===== src/rtl/klp_pkg.sv =====
`timescale 1ns / 1ps
package klp_pkg;

  localparam int NUM_ANIMS = 4;
  localparam int MAX_KEYS  = 16;

  localparam int ANIM_W = $clog2(NUM_ANIMS);
  localparam int KEY_W  = $clog2(MAX_KEYS);
  localparam int CNT_W  = $clog2(MAX_KEYS + 1);
  localparam int ADDR_W = $clog2(NUM_ANIMS * MAX_KEYS);

  // quotient of the key fraction, 0..65536
  localparam int DIV_QW = 17;

  typedef enum logic [1:0] {
    OP_WRITE     = 2'd0,
    OP_SET_COUNT = 2'd1,
    OP_EVAL      = 2'd2
  } opcode_t;

  typedef enum logic [1:0] {
    REG_PIVOT_X = 2'd0,
    REG_PIVOT_Y = 2'd1,
    REG_PIVOT_Z = 2'd2
  } reg_index_t;

  typedef struct packed {
    opcode_t            opcode;
    logic [1:0]         anim_index;
    logic [4:0]         key_slot;
    logic [31:0]        time_value;
    logic signed [15:0] angle_x;
    logic signed [15:0] angle_y;
    logic signed [15:0] angle_z;
    logic signed [31:0] parent_x;
    logic signed [31:0] parent_y;
    logic signed [31:0] parent_z;
  } in_item_t;

  typedef struct packed {
    logic signed [31:0] pos_x;
    logic signed [31:0] pos_y;
    logic signed [31:0] pos_z;
    logic signed [15:0] out_rot_x;
    logic signed [15:0] out_rot_y;
    logic signed [15:0] out_rot_z;
    logic               in_range;
  } out_item_t;

  typedef struct packed {
    logic        start;
    logic [31:0] num;
    logic [31:0] den;
  } div_req_t;

  typedef struct packed {
    logic              done;
    logic [DIV_QW-1:0] quo;
  } div_rsp_t;

  // z = 4*q for the quarter wave, mirrored in odd quadrants
  function automatic logic [16:0] sine_z(input logic [15:0] a);
    logic [16:0] m;
    m = a[14] ? (17'd16384 - {3'b000, a[13:0]}) : {3'b000, a[13:0]};
    return {m[14:0], 2'b00};
  endfunction

endpackage


===== src/rtl/klp_div.sv =====
`timescale 1ns / 1ps
module klp_div (
  input  logic              clk,
  input  logic              rst_n,
  input  klp_pkg::div_req_t req,
  output klp_pkg::div_rsp_t rsp
);
  import klp_pkg::*;

  logic [31:0]       rem_r, rem_nxt;
  logic [31:0]       den_r;
  logic              bit_r;
  logic [DIV_QW-1:0] quo_r;
  logic [4:0]        cnt_r;
  logic              busy_r;
  logic              done_r;
  logic [32:0]       trial;
  logic              ge;

  // quotient of (num << 16) / den, known to fit DIV_QW bits
  assign trial   = {rem_r, bit_r};
  assign ge      = trial >= {1'b0, den_r};
  assign rem_nxt = ge ? 32'(trial - {1'b0, den_r}) : trial[31:0];

  always_ff @(posedge clk) begin
    if (!rst_n) begin
      busy_r <= 1'b0;
      done_r <= 1'b0;
      cnt_r  <= '0;
    end else if (req.start) begin
      rem_r  <= {1'b0, req.num[31:1]};
      bit_r  <= req.num[0];
      den_r  <= req.den;
      quo_r  <= '0;
      cnt_r  <= 5'(DIV_QW);
      busy_r <= 1'b1;
      done_r <= 1'b0;
    end else if (busy_r) begin
      rem_r <= rem_nxt;
      bit_r <= 1'b0;
      quo_r <= {quo_r[DIV_QW-2:0], ge};
      cnt_r <= cnt_r - 5'd1;
      if (cnt_r == 5'd1) begin
        busy_r <= 1'b0;
        done_r <= 1'b1;
      end
    end
  end

  assign rsp.done = done_r;
  assign rsp.quo  = quo_r;

endmodule


===== config.mk =====
export PLATFORM = sky130hd
export DESIGN_NAME = klp_div
export DESIGN_NICKNAME = d
export VERILOG_FILES = /design/src/rtl/klp_pkg.sv /design/src/rtl/klp_div.sv
export SDC_FILE = /design/constraint.sdc
export NUM_CORES = 1
export LEC_CHECK = 0
export ABC_AREA = 1
export BUFFER_PORTS_ARGS = -buffer_cell sky130_fd_sc_hd__buf_2
export CORE_ASPECT_RATIO = 0.6
export CORE_UTILIZATION = 49
export CTS_BUF_LIST = sky130_fd_sc_hd__clkbuf_16
export DETAILED_ROUTE_END_ITERATION = 10
export GPL_ROUTABILITY_DRIVEN = 0
export PLACE_DENSITY = 0.82
export SYNTH_ARGS = -nofsm -noshare
export SYNTH_HDL_FRONTEND = slang
export SYNTH_SLANG_ARGS = --single-unit

===== constraint.sdc =====
create_clock -name clk -period 5 [get_ports clk]
set_clock_uncertainty 0.05 [all_clocks]
set_input_delay 1.5 -clock clk [delete_from_list [all_inputs] [get_ports clk]]
set_output_delay 1.5 -clock clk [all_outputs]
set_load 0.005 [all_outputs]

==> metrics.cfg <==
[setup_path]
crit_arrival_ns=3.37
start_kind=primary input
critPathKind=in -> reg
worstPathRequired_ns=4.98
cp_top_family=buffers and inverters
cp_cell_sequence=buf_2 -> clkinv_1 -> a21oi_4 -> buf_4
cpMaxStageDelayCell=a21oi_4
path_max_fanout=28
critPathCaptureType=register
max_stage_delay_ns=0.73
crit_buf_inv=3

[clock_network]
post-cts-setup-buffer-count=0
cts_resized=0
clockBufferDepth=2
cts_root_buf=clkbuf_16
cts-hold-fix-buffers=0
numClockSinks=89
cts_buffers=9
clkLatencyLatePin_ns=0.36
cts_max_level=3
cts_tree=built
path_clk_slew_ns=0.06

[yosys]
seq_area_frac_synth=0.3978
yosysWarnings=0
synth_area_um2=6543
yosys.area.top_type=edfxtp_1
synth_fp_nets=1010
synth.distinct_cells=34
synth_area_leaders=edfxtp_1 38%, nand2_1 19%, inv_1 10%
syn_area_per_cell_um2=7.205
synth_top_area_share=0.3764
synth-seq-cells=89
synth_cells=908

[route]
drc_errors=0
vias=6005
vias_per_cell=5.159
dr.first_iter.drc_count=621
drtPass1Iterations=6
postRouteAntennaNets=0
routed_wire_length_per_instance_um=14.36
totalWireLength_mm=16.71

[power_and_ir_drop]
ir_drop_uv=147.5
finalPower_w=0.002318
power_density_nw_per_um2=314.1
p_leak_nw=3.934

[sta]
rsz0062_at_grt=false
fmax_mhz=294.3
hold_viol=0
worstMarginPinSlew_ns=0.8726
finalSetupTns_ns=0
period_share=0.6795
min_period_ns=3.398
slew_headroom=0.4169
setup_violations=0
maxSlewViolCount=0

[global_route]
grt_pass1_wl_mm=27.03
first_global_vias=5430
grt_usage=0.2570
antenna_found_initial=0
gr-total-overflow=0
grt_max_degree=36

[die]
fp.dieH_um=91.51
core-area_um2=12930
initial_utilization=0.5059
die_area_um2=13830
die_w_um=151.2
fp-row-count=32
ios=85

[place]
hpwl_mm=12.79
port_buffers=84

[final_layout]
antennaDiodeCount=0
final_common_cell=nand2_1
nNetsFinal=1091
fillers=1193
mostFrequentLayoutCells=328 x nand2_1, 178 x inv_1, 84 x buf_2, 82 x edfxtp_1, 69 x nand3_1
seqCellArea_um2=2603
drive_gt1_frac=0.1469
multi_input_area_um2=3132
area_delta_synth_final_pct=12.77

[run]
drv_cap=0

[run_status]
status=finished clean

[worst_hold_path]
min_path_type=reg -> reg

final cells by class:
type | count | area share
clock buffer | 9 | 0.03052
clock inverter | 7 | 0.008309
inverter | 183 | 0.09310
multi-input combinational | 617 | 0.4245
sequential | 89 | 0.3527
tap | 170 | 0.02883
timing repair buffer | 89 | 0.06207
kinds of logic after synthesis:
group / Yosys count / synth area share
simple gates: 534 / 0.3614
buf+inv: 202 / 0.1253
fa+ha+maj: 35 / 0.06808
xor+xnor: 14 / 0.01874
compound gates: 34 / 0.02869
flops: 89 / 0.3978
where the power goes:
part | total (W) | internal (W) | switching (W)
clock network | 0.000669 | 0.000349 | 0.000320
logic | 0.000734 | 0.000251 | 0.000483
registers | 0.000915 | 0.000888 | 0.0000264
worst paths after layout:
kind                         startpoint  cells after the start  slack (ns)                    end
setup / recovery                req[64]                      4        1.60    rem_r[13]$_DFFE_PP_
hold / removal    cnt_r[4]$_SDFFE_PN0N_                      2        0.43  cnt_r[4]$_SDFFE_PN0N_
setup reg to reg    rem_r[19]$_DFFE_PP_                     13        1.67    rem_r[28]$_DFFE_PP_
hold reg to reg   cnt_r[4]$_SDFFE_PN0N_                      2        0.43  cnt_r[4]$_SDFFE_PN0N_
worst register-to-register path, delay by kind of cell (launching register included):
| kind | cells | cell delay, ns |
|---|---|---|
| AND/OR/NAND/NOR | 10 | 1.97 |
| adder cells (fa/ha/maj) | 1 | 0.41 |
| buffers and inverters | 1 | 0.10 |
| flip-flops | 1 | 0.39 |
| AO/OA/AOI/OAI | 1 | 0.16 |
synth_stat cells:
library cell	n
nand2_4	3
nor2_2	8
nand2_2	16
ha_1	34
inv_2	5
a21oi_2	1
nand3b_1	26
a21oi_1	23
xor2_1	2
nand3_1	69
edfxtp_1	82
fa_1	1
dfxtp_1	7
o21ai_1	1
a31oi_1	1
and3_1	1
and2_1	1
xnor2_1	12
nand4_1	10
o21ai_0	3
buf_2	4
a211oi_1	1
nor2_4	5
nor2_1	59
o21bai_1	4
clkbuf_1	6
buf_4	3
clkinv_1	1
inv_1	177
nor4_1	1
nand3_2	3
nor3_1	4
buf_6	6
nand2_1	328
sequential cells by signal, summed over array words and instances (netlist names):
| signal | count |
|---|---|
| rem_r | 32 |
| bit_r | 1 |
| den_r | 32 |
| quo_r | 17 |
| done_r | 1 |
| busy_r | 1 |
| cnt_r | 5 |
per-layer routing:
layer,global-route usage,share of wire,up-vias,wire (µm)
met5,0,0,-,0
met4,0.07667,0.016,0,263
met3,0.06583,0.12,29,1955
met2,0.3410,0.37,270,6239
met1,0.3982,0.49,2723,8253
li1,-,-,2983,-
per-stage QoR:
step,instance area (µm²),util,instances,hold WS [ns],setup WS [ns]
2_1_floorplan,6543,-,908,0.3914,0.05352
3_3_place_gp,7092,0.5484,1148,0.4020,1.239
3_5_place_dp,7092,0.5484,1148,0.4250,1.208
4_1_cts,7378,0.5705,1164,0.4351,1.577
5_1_grt,7378,0.5705,1164,0.4572,1.399
6_report,7378,0.5705,1164,0.4345,1.602
Note: power is estimated with default switching activity, not from simulation.
